## src/hw/rtl/assert_macros.svh

```systemverilog
// Assertion helpers shared by the RTL; sampled on clk_i, off during reset.
`ifndef ASSERT_MACROS_SVH
`define ASSERT_MACROS_SVH

// Same-cycle implication.
`define ASSERT_IMPLY(lbl, ante, cons) \
  lbl: assert property (@(posedge clk_i) disable iff (!rst_ni) (ante) |-> (cons)) \
    else $error("same-cycle check failed");

// Next-cycle implication.
`define ASSERT_NEXT(lbl, ante, cons) \
  lbl: assert property (@(posedge clk_i) disable iff (!rst_ni) (ante) |=> (cons)) \
    else $error("next-cycle check failed");

`endif

```

## src/hw/rtl/frmt_pkg.sv

```systemverilog
`timescale 1ns / 1ps

package frmt_pkg;

  localparam int unsigned AddrW  = 32;
  localparam int unsigned PortW  = 16;
  localparam int unsigned ProtoW = 8;

  localparam logic [ProtoW-1:0] ProtoTcp = 8'd6;
  localparam logic [ProtoW-1:0] ProtoUdp = 8'd17;

  typedef enum logic {
    ReqRecord = 1'b0,
    ReqMatch  = 1'b1
  } req_e;

  // Search token handed from cell to cell
  typedef struct packed {
    logic             valid;
    logic             done;
    logic [AddrW-1:0] orig;
  } token_t;

endpackage

```

## src/hw/rtl/frmt_cell.sv

```systemverilog
`timescale 1ns / 1ps

module frmt_cell #(
  parameter int unsigned Index   = 0,
  parameter int unsigned IdxW    = 6
) (
  input  logic                        clk_i,
  input  logic                        rst_ni,
  input  frmt_pkg::token_t            tok_i,
  input  logic [IdxW-1:0]             idx_i,
  output frmt_pkg::token_t            tok_o,
  output logic [IdxW-1:0]             idx_o,
  input  frmt_pkg::req_e              req_type_i,
  input  logic                        is_udp_i,
  input  logic [frmt_pkg::AddrW-1:0]  src_addr_i,
  input  logic [frmt_pkg::AddrW-1:0]  dst_addr_i,
  input  logic [frmt_pkg::PortW-1:0]  src_port_i,
  input  logic [frmt_pkg::PortW-1:0]  dst_port_i,
  input  logic                        pass_i,
  input  logic [IdxW-1:0]             ptr_i
);
  import frmt_pkg::*;

  localparam logic [IdxW-1:0] MyIdx = IdxW'(Index);

  logic             tok_valid_q;
  logic             tok_done_q;
  logic [AddrW-1:0] tok_orig_q;
  logic [IdxW-1:0]  tok_idx_q;

  logic             ent_udp_q;
  logic [AddrW-1:0] ent_sa_q;
  logic [AddrW-1:0] ent_da_q;
  logic [PortW-1:0] ent_sp_q;
  logic [PortW-1:0] ent_dp_q;

  logic occupied, here, pos_ok, take_rec, hit;

  // Hold the token that arrived from the left neighbor
  always_ff @(posedge clk_i or negedge rst_ni) begin
    if (!rst_ni) begin
      tok_valid_q <= 1'b0;
    end else begin
      tok_valid_q <= tok_i.valid;
    end
  end

  always_ff @(posedge clk_i) begin
    tok_done_q <= tok_i.done;
    tok_orig_q <= tok_i.orig;
    tok_idx_q  <= idx_i;
  end

  // Decide whether this entry takes the request
  always_comb begin
    occupied = (ent_sp_q != '0) || (ent_dp_q != '0);
    here     = tok_valid_q && !tok_done_q;
    // first pass covers slots after the pointer, second pass the rest
    pos_ok   = pass_i ? (MyIdx <= ptr_i) : (MyIdx > ptr_i);
    take_rec = here && (req_type_i == ReqRecord) && !occupied && pos_ok;
    hit      = here && (req_type_i == ReqMatch) && occupied &&
               (ent_udp_q == is_udp_i) && (ent_sa_q == dst_addr_i) &&
               (is_udp_i || (ent_da_q == src_addr_i)) &&
               (ent_sp_q == dst_port_i) && (ent_dp_q == src_port_i);
  end

  // Advance the token to the right neighbor
  always_comb begin
    tok_o.valid = tok_valid_q;
    tok_o.done  = tok_done_q || take_rec || hit;
    tok_o.orig  = hit ? ent_da_q : tok_orig_q;
    idx_o       = take_rec ? MyIdx : tok_idx_q;
  end

  // Ports mark occupancy; clear them at reset and on a hit
  always_ff @(posedge clk_i or negedge rst_ni) begin
    if (!rst_ni) begin
      ent_sp_q <= '0;
      ent_dp_q <= '0;
    end else if (take_rec) begin
      ent_sp_q <= src_port_i;
      ent_dp_q <= dst_port_i;
    end else if (hit) begin
      ent_sp_q <= '0;
      ent_dp_q <= '0;
    end
  end

  always_ff @(posedge clk_i) begin
    if (take_rec) begin
      ent_udp_q <= is_udp_i;
      ent_sa_q  <= src_addr_i;
      ent_da_q  <= dst_addr_i;
    end
  end

endmodule

```

## config.mk

```make
export PLATFORM = sky130hd
export DESIGN_NAME = frmt_cell
export DESIGN_NICKNAME = d
export VERILOG_FILES = /design/src/hw/rtl/assert_macros.svh /design/src/hw/rtl/frmt_pkg.sv /design/src/hw/rtl/frmt_cell.sv
export SDC_FILE = /design/constraint.sdc
export NUM_CORES = 1
export LEC_CHECK = 0
export BUFFER_PORTS_ARGS = -buffer_cell sky130_fd_sc_hd__buf_2
export CAP_MARGIN = 10
export CORE_MARGIN = 3
export CORE_UTILIZATION = 40
export CTS_CLUSTER_SIZE = 24
export DETAILED_ROUTE_END_ITERATION = 7
export GPL_TIMING_DRIVEN = 0
export PLACE_DENSITY_LB_ADDON = 0.08
export REMOVE_ABC_BUFFERS = 1
export SYNTH_ARGS = -nofsm -noshare
export SYNTH_HDL_FRONTEND = slang
export SYNTH_SLANG_ARGS = --single-unit
```

## constraint.sdc

```tcl
create_clock -name clk_i -period 4.6 [get_ports clk_i]
set_input_delay 0.46 -clock clk_i [delete_from_list [all_inputs] [get_ports clk_i]]
set_output_delay 0.46 -clock clk_i [all_outputs]
set_load 0.05 [all_outputs]
```

Word level (Yosys, flattened, before mapping). Cells that the tools add are included.

Output and inout port bits: 40. Input port bits: 147. Register bits after elaboration: 137. Logic and storage cells: 43.

Multiplexer cells: 6. Reductions and logical operators: 20. Equality and inequality tests: 5. Bitwise operators: 1. Order comparisons: 2.

Operators by type and width (number): $eq A32 B32 Y1 (2); $mux W16 (3); $eq A16 B16 Y1 (2); $mux W32 (1); $reduce_bool A16 Y1 (2); $logic_and A1 B1 Y1 (11); $gt A1 B6 Y1 const A (1); $le A1 B6 Y1 const A (1); $mux W6 (1); $logic_or A1 B1 Y1 (4); $logic_not A1 Y1 (2); $reduce_bool A2 Y1 (1); $eq A1 B1 Y1 (1); $mux W1 (1); $not A1 Y1 (1).

Logic depth before layout (Yosys ltp). Gate-level depths: netlist of the first run.

Depth after elaboration: 11. Gate-level depth with buffers: 8.

Worst setup path after synthesis of the first run. Ideal clock, no wire load.

Path kind: register -> register. Start point: register ent_dp_q[5]. End point: register ent_da_q[0] (enable). Data arrival time: 3.174 ns. Buffers on the path: 1. Cell stages (with the launch flop): 7. Slack: 0.971 ns. Cell sequence: dfrtp_1 -> nor4_1 -> nand4_1 -> nor2_1 -> nand4b_1 -> nor2_1 -> buf_1.

Longest elaborated chain between the ends: 5.

Ends and longest elaborated chain: from (decl) (RTL line frmt_cell.sv:35) `logic [PortW-1:0] ent_dp_q;`; from (signal assigned) (RTL line frmt_cell.sv:82) `ent_dp_q <= dst_port_i;`; $reduce_bool A16 Y1 (RTL line frmt_cell.sv:56) `occupied = (ent_sp_q != '0) || (ent_dp_q != '0);`; $logic_or A1 B1 Y1 (RTL line frmt_cell.sv:56); $logic_not A1 Y1 (RTL line frmt_cell.sv:60) `take_rec = here && (req_type_i == ReqRecord) && !occupied && pos_ok;`; $logic_and A1 B1 Y1 (2 in a row) (RTL line frmt_cell.sv:60); to (signal assigned) (RTL line frmt_cell.sv:93) `ent_da_q <= dst_addr_i;`; to (decl) (RTL line frmt_cell.sv:33) `logic [AddrW-1:0] ent_da_q;`.

Every way passes these cells. A chain may end at the register's enable or synchronous reset.

==> results.md, run 1 <==
* Outcome: finished, final reports clean
* Clock buffers created by TritonCTS at 17
* Actual slew at the worst max-slew pin at 771 ps
* Worst reg2reg setup slack at 1820 ps
* Kind of capture point of the worst setup path: output port
* Max cap viols at 0
* Chip height at 124 um
* Antenna Violating Nets Remaining at 0
* Post-synthesis sequential area ratio at between 60 and 70%
* Pins Over Slew Limit at 0
* # IOs at 187
* Synth warn at 0
* DRC violation count after routing at 0
* Maximum count of clock buffers along a single path at 2
* Power density over the cells at 454 nW/um^2
* Cells resized by post-CTS repair at 0
* Number of library cell types mapped by synthesis at 21
* Final min period at 3750 ps
* DRT Pass-1 Iters at 6
* Setup Skew at 8.25 ps
* TritonCTS clock tree: done
* Clock Tree Root: sky130_fd_sc_hd__clkbuf_16
* Max_slew headroom at roughly 50%
* Initial core utilization at about 41%
* Wire length on met2 at 6260 um
* Die outline area at 15300 sq um
* CP Launch Type: flip-flop
* Setup repair after global routing missed its margin: no
* Depth of the CTS H-tree at 4
* Layout Area Growth over Synthesis at 32.1%
* Pin count of the biggest net entering global routing at 35
* Depth of the most critical reg-to-reg path at 7
* Placer congestion estimate at roughly 0.80
* Hold crit path type: input port to async pin
* Share of final-layout standard cells stronger than drive strength 1 at between 40% and 50%
* Count leader, synth: sky130_fd_sc_hd__edfxtp_1
* Final hold slack at 130 ps
* Wire length of the first global-routing pass at between 20000 and 25000 um
* Area leader, netlist: sky130_fd_sc_hd__edfxtp_1
* Average wire length per cell after detail routing at 18.0 um
* DRC marker count from the first detailed-route iteration at ~210
* Core Footprint at around 13000 sq um
* Global routing usage summed across all routing layers at 18.3%
* Initial antenna violation count at 2
* Post-DP HPWL at 10400 um
* Met3 routed wirelength at 1110 um
* Mean area per synthesized cell at 15.2 sq um
* Antenna diode instance count at 0
* Residual overflow from global routing at 0
* Post-Syn Instances at around 360
* Width of the die at 124 um
* Final std cell area, no fill at ~7300 sq um
* Total power after layout at 3.32 mW
* Sinks on Clock Net at 137
* Clock edge transition at the registers on the reported setup and hold paths at roughly 60 ps
* Drt via density at 4.84
* Critical path data arrival time at 3290 ps
* Fmax achieved at 0.267 GHz
* Static leakage power at between 3 and 4 nW
* Final setup violation count at 0
* Setup Fix Bufs, Post-CTS at 0
* Vias in the first global route at around 3700
* Synth top cells by count: 65 x sky130_fd_sc_hd__edfxtp_1, 64 x sky130_fd_sc_hd__xor2_1, 39 x sky130_fd_sc_hd__dfxtp_1
* Setup Crit Path Kind: flip-flop to output port
* Cell types occupying the most area after synthesis: sky130_fd_sc_hd__edfxtp_1 35%, sky130_fd_sc_hd__dfrtp_1 15%, sky130_fd_sc_hd__dfxtp_1 14%
* Aggregate routed wire length at 13400 um
* Final clock period utilization by the worst path at 81.5%
* Hold buffer count at cts at 0
* Primary flip-flop cell chosen by synthesis mapping: sky130_fd_sc_hd__edfxtp_1
* Total of flip-flops plus latches after synthesis at 137
* Worst VDD drop at around 0.39 mV
* Fraction of registers with async set or reset after synthesis at 24.1%
* Placed cell area at 6750 sq um
* Met1 routed wirelength after detailed routing at 5910 um
* Final cell count without fillers at 746
* Number of synthesized flops with an enable pin at 65
* Via count of the routed design at around 3600
* Netlist Area Pre-Place at 5530 sq um
* Skew-Pair Late Insertion Delay at 410 ps
* Startpoint of the worst register-to-register path: ent_dp_q[13]
* Required time reported for the critical path endpoint at around 4100 ps
* Number of buffers added on ports at 180
* Inst Count DP at 714
* Setup slack after layout at 851 ps
* Critical path fanouts, max at 22
* Number of core rows at 42
* Post-placement worst setup slack at 1030 ps
* Filler instances at roughly 1200
* Endpoint of the worst-slack reg-to-reg timing path: ent_da_q[22]
* Share of Yosys cell area claimed by the top area cell type at between 30% and 40%
* Endpoints failing hold at 0
* Nets at approximately 700
* Highest layer used for signal routing: met5
==> how the worst max path moves through the flow <==
stage	startpoint	to	slack (ps)	cells after the start
5_1_grt	ent_sa_q[20]	tok_o[30]	600	8
3_5_place_dp	dst_addr_i[20]	tok_o[25]	1030	9
2_1_floorplan	ent_dp_q[5]	idx_o[0]	-2110	6
6_report	ent_sa_q[20]	tok_o[30]	850	8
4_1_cts	ent_sp_q[14]	tok_o[30]	780	8
3_3_place_gp	ent_dp_q[13]	idx_o[0]	-3660	7
==> layer usage <==
layer  up-vias  global-route usage, %
met5         -                      0
met4         4                   5.19
met3         9                   7.27
met2       127                   27.8
met1      1729                   24.2
li1       1738                      -
==> state kept, by name, summed over array words and instances, names as in the netlist <==
signal,count
ent_da_q,32
ent_dp_q,16
ent_sa_q,32
ent_sp_q,16
ent_udp_q,1
tok_done_q,1
tok_idx_q,6
tok_orig_q,32
tok_valid_q,1
==> logic make-up after synthesis <==
family | count (synthesis) | share of synthesized area (%)
mux | 32 | 7.67
simple gates | 53 | 6.09
buf+inv | 12 | 1.29
xor+xnor | 97 | 15.4
compound gates | 33 | 5.23
flops | 137 | 64.4
==> cells in the final DEF (no fill, tap or decap), drive strengths merged <==
cell type and instances:
nand4 14, clkinv 2, inv 1, nor2b 6, a22o 32, xnor2 33
dfrtp 33, clkbuf 26, o2111ai 1, mux2 32, clkinvlp 3, edfxtp 65
nor2 3, nand4b 2, dfxtp 39, nor4 27, nand3b 1, xor2 64
buf 186
==> report_power, final <==
| part | switching (mW) | internal [mW] |
|---|---|---|
| registers | 0.130 | 1.42 |
| clock network | 0.483 | 0.763 |
| logic | 0.257 | 0.269 |
| total | 0.871 | 2.45 |
==> cell type report <==
cell class,instances,area (sq um),area share [%]
clock buffer,26,510,6.99
clock inverter,6,38.8,0.531
multi-input combinational,215,1920,26.3
sequential,137,3560,48.7
tap,176,220,3.02
timing repair buffer,186,1050,14.4
==> critical path, stage by stage, from the launching register on <==
cell and delay (ps):
sky130_fd_sc_hd__edfxtp_1 380, sky130_fd_sc_hd__xor2_1 190, sky130_fd_sc_hd__nor4_1 350, sky130_fd_sc_hd__nand4_1 160, sky130_fd_sc_hd__nor4_1 460, sky130_fd_sc_hd__o2111ai_4 490, sky130_fd_sc_hd__buf_16 320, sky130_fd_sc_hd__mux2_4 300
sky130_fd_sc_hd__buf_2 210
==> metrics by stage <==
step | util [%] | setup TNS, ps
2_1_floorplan | - | -124680
5_1_grt | 54.5 | 0
4_1_cts | 54.5 | 0
6_report | 54.5 | 0
3_3_place_gp | 49.1 | -444710
3_5_place_dp | 50.4 | 0
No activity file was read; power rests on OpenSTA's default activity.
==> run 2: changes to the inputs <==
Clock period 4.6 ns to 3.85 ns, I/O delays scaled along.
==> results.md, run 2 (synthesized netlist as in run 1, its figures left out) <==
* Inst Count DP at 714 (unchanged)
* Average wire length per cell after detail routing at 18.0 um (+0.28%)
* Die outline area at 15300 sq um (unchanged)
* Hold buffer count at cts at 0 (unchanged)
* Clock edge transition at the registers on the reported setup and hold paths at 60 ps (about the same)
* Depth of the CTS H-tree at 4 (unchanged)
* DRC marker count from the first detailed-route iteration at 205 (-1.4%)
* Pin count of the biggest net entering global routing at 35 (unchanged)
* Endpoints failing hold at 0 (unchanged)
* Final clock period utilization by the worst path at 91.9%
* Post-placement worst setup slack at 426 ps (-600 ps)
* Sinks on Clock Net at 137 (unchanged)
* Kind of capture point of the worst setup path: output port
* Setup Fix Bufs, Post-CTS at 0 (unchanged)
* Max_slew headroom at 47.5% (-1.2 points)
* Sequential Area at 3560 sq um (unchanged)
* Setup slack after layout at 312 ps (-539 ps)
* Critical path fanouts, max at 22 (unchanged)
* Final min period at 3540 ps
* DRT Pass-1 Iters at 6 (unchanged)
* Power density over the cells at 543 nW/um^2 (+19%)
* Share of the core filled with cells at 54.5% (about the same)
* TritonCTS clock tree: done
* Multi-input gate area at 1930 sq um (+0.32%)
* Number of core rows at 42 (unchanged)
* Max cap viols at 0 (unchanged)
* Residual overflow from global routing at 0 (unchanged)
* # IOs at 187 (unchanged)
* Clock buffers created by TritonCTS at 17 (unchanged)
* Drt via density at 4.82 (-0.25%)
* Skew-Pair Late Insertion Delay at 410 ps (about the same)
* Hold crit path type: input port to async pin
* Setup repair after global routing missed its margin: no
* Initial antenna violation count at 2 (unchanged)
* Outcome: finished, final reports clean
* Placer congestion estimate at 0.804 (unchanged)
* Most frequent cells in the layout: 180 x sky130_fd_sc_hd__buf_2, 65 x sky130_fd_sc_hd__edfxtp_1, 64 x sky130_fd_sc_hd__xor2_1
* Aggregate routed wire length at 13500 um (+0.28%)
* Layout Area Growth over Synthesis at 32.2% (about the same)
* Wire length of the first global-routing pass at 20400 um (unchanged)
* Post-DP HPWL at 10400 um (unchanged)
* DRC violation count after routing at 0 (unchanged)
* Final setup violation count at 0 (unchanged)
* Maximum count of clock buffers along a single path at 2 (unchanged)
* Biggest registers after layout: ent_da_q: 32 flops, ent_sa_q: 32 flops, tok_orig_q: 32 flops
* Antenna diode instance count at 0 (unchanged)
* Via count of the routed design at 3598 (-0.25%)
* Chip height at 124 um (unchanged)
* Antenna Violating Nets Remaining at 0 (unchanged)
* Pins Over Slew Limit at 0 (unchanged)
* CP Launch Type: flip-flop
* Setup Skew at 7.98 ps (-0.266 ps)
* Worst VDD drop at 0.463 mV (+19%)
* Actual slew at the worst max-slew pin at 788 ps (+17.4 ps)
* Filler instances at 1180 (-0.17%)
* Delay contributed by the slowest stage of the critical path at 430 ps (-60 ps)
* Vias in the first global route at 3746 (unchanged)
* Static leakage power at 3.16 nW (about the same)
* Initial core utilization at 41.3% (unchanged)
* Global routing usage summed across all routing layers at 18.3% (unchanged)
* Width of the die at 124 um (unchanged)
* Setup Crit Path Kind: flip-flop to output port
* Final cell count without fillers at 746 (unchanged)
* Required time reported for the critical path endpoint at 3460 ps (-680 ps)
* Series of cell instances along the critical path: xor2_1 > nor4_1 > nand4_1 > nor4_2 > o2111ai_4 > buf_16 > mux2_4 > buf_2
* Number of buffers added on ports at 180 (unchanged)
* Cells resized by post-CTS repair at 0 (unchanged)
* Total power after layout at 3.97 mW (+19%)
* Core Footprint at 13400 sq um (unchanged)
* Nets at 704 (unchanged)
* Share of final-layout standard cells stronger than drive strength 1 at 43.7% (+0.18 points)
* Fmax achieved at 0.283 GHz
* Most common library cell in the layout ignoring fill and taps: sky130_fd_sc_hd__buf_2
* Slowest library cell on the worst path: sky130_fd_sc_hd__nor4_1
* Clock Tree Root: sky130_fd_sc_hd__clkbuf_16
* Critical path data arrival time at 3150 ps (-140 ps)
## run 2: cell count changes in the layout (fill, tap and decap cells not counted)
cell,delta
sky130_fd_sc_hd__nor4_1,-1
sky130_fd_sc_hd__nor4_2,+1
## run 2: layer usage
metal | track usage, % | vias to the layer above | part of all wire (%)
met5 | 0 | - | 0.25
met4 | 5.19 | 4 | 1.0
met3 | 7.27 | 12 | 8.1
met2 | 27.8 | 125 | 46
met1 | 24.2 | 1715 | 44
li1 | - | 1742 | -
## run 2: layout make-up
| cell class | count | share of cell area (%) |
|---|---|---|
| multi-input cells | 215 | 26.4 |
| clock buffers | 26 | 6.98 |
| well taps | 176 | 3.01 |
| flip-flops and latches | 137 | 48.7 |
| clock inverters | 6 | 0.531 |
| repair buffers | 186 | 14.4 |
## run 2: critical path, delay by kind of cell (launching register included)
| kind | cells | cell delay, ps |
|---|---|---|
| muxes | 1 | 300 |
| xor gates and xnor gates | 1 | 150 |
| DFF | 1 | 400 |
| AOI/OAI and AO/OA | 1 | 430 |
| buffers and inverters | 2 | 530 |
| and+or+nand+nor | 3 | 920 |
## run 2: power by group
part	switching [mW]	internal, mW
clock	0.577	0.912
sequential	0.155	1.69
combinational	0.309	0.321
## run 2: stage by stage
step | setup TNS [ps] | hold slack (ps) | instance area, sq um
2_1_floorplan | -221280 | 89.4 | 5460
3_3_place_gp | -541310 | 487 | 6580
3_5_place_dp | 0 | 489 | 6750
4_1_cts | 0 | 53.6 | 7300
5_1_grt | 0 | 52.4 | 7310
6_report | 0 | 61.0 | 7310
## run 2: worst paths after layout
check,start,end,slack [ps],depth (start not counted)
setup / recovery,ent_sp_q[0],tok_o[30],310,8
hold / removal,rst_ni,ent_dp_q[5],60,1
max in group asynchronous,rst_ni,ent_dp_q[10],3290,1
setup reg to reg,ent_dp_q[13],ent_da_q[22],1060,7
hold reg to reg,ent_sp_q[8],ent_sp_q[8],540,1
min in group clk_i,tok_i[19],tok_orig_q[19],70,1
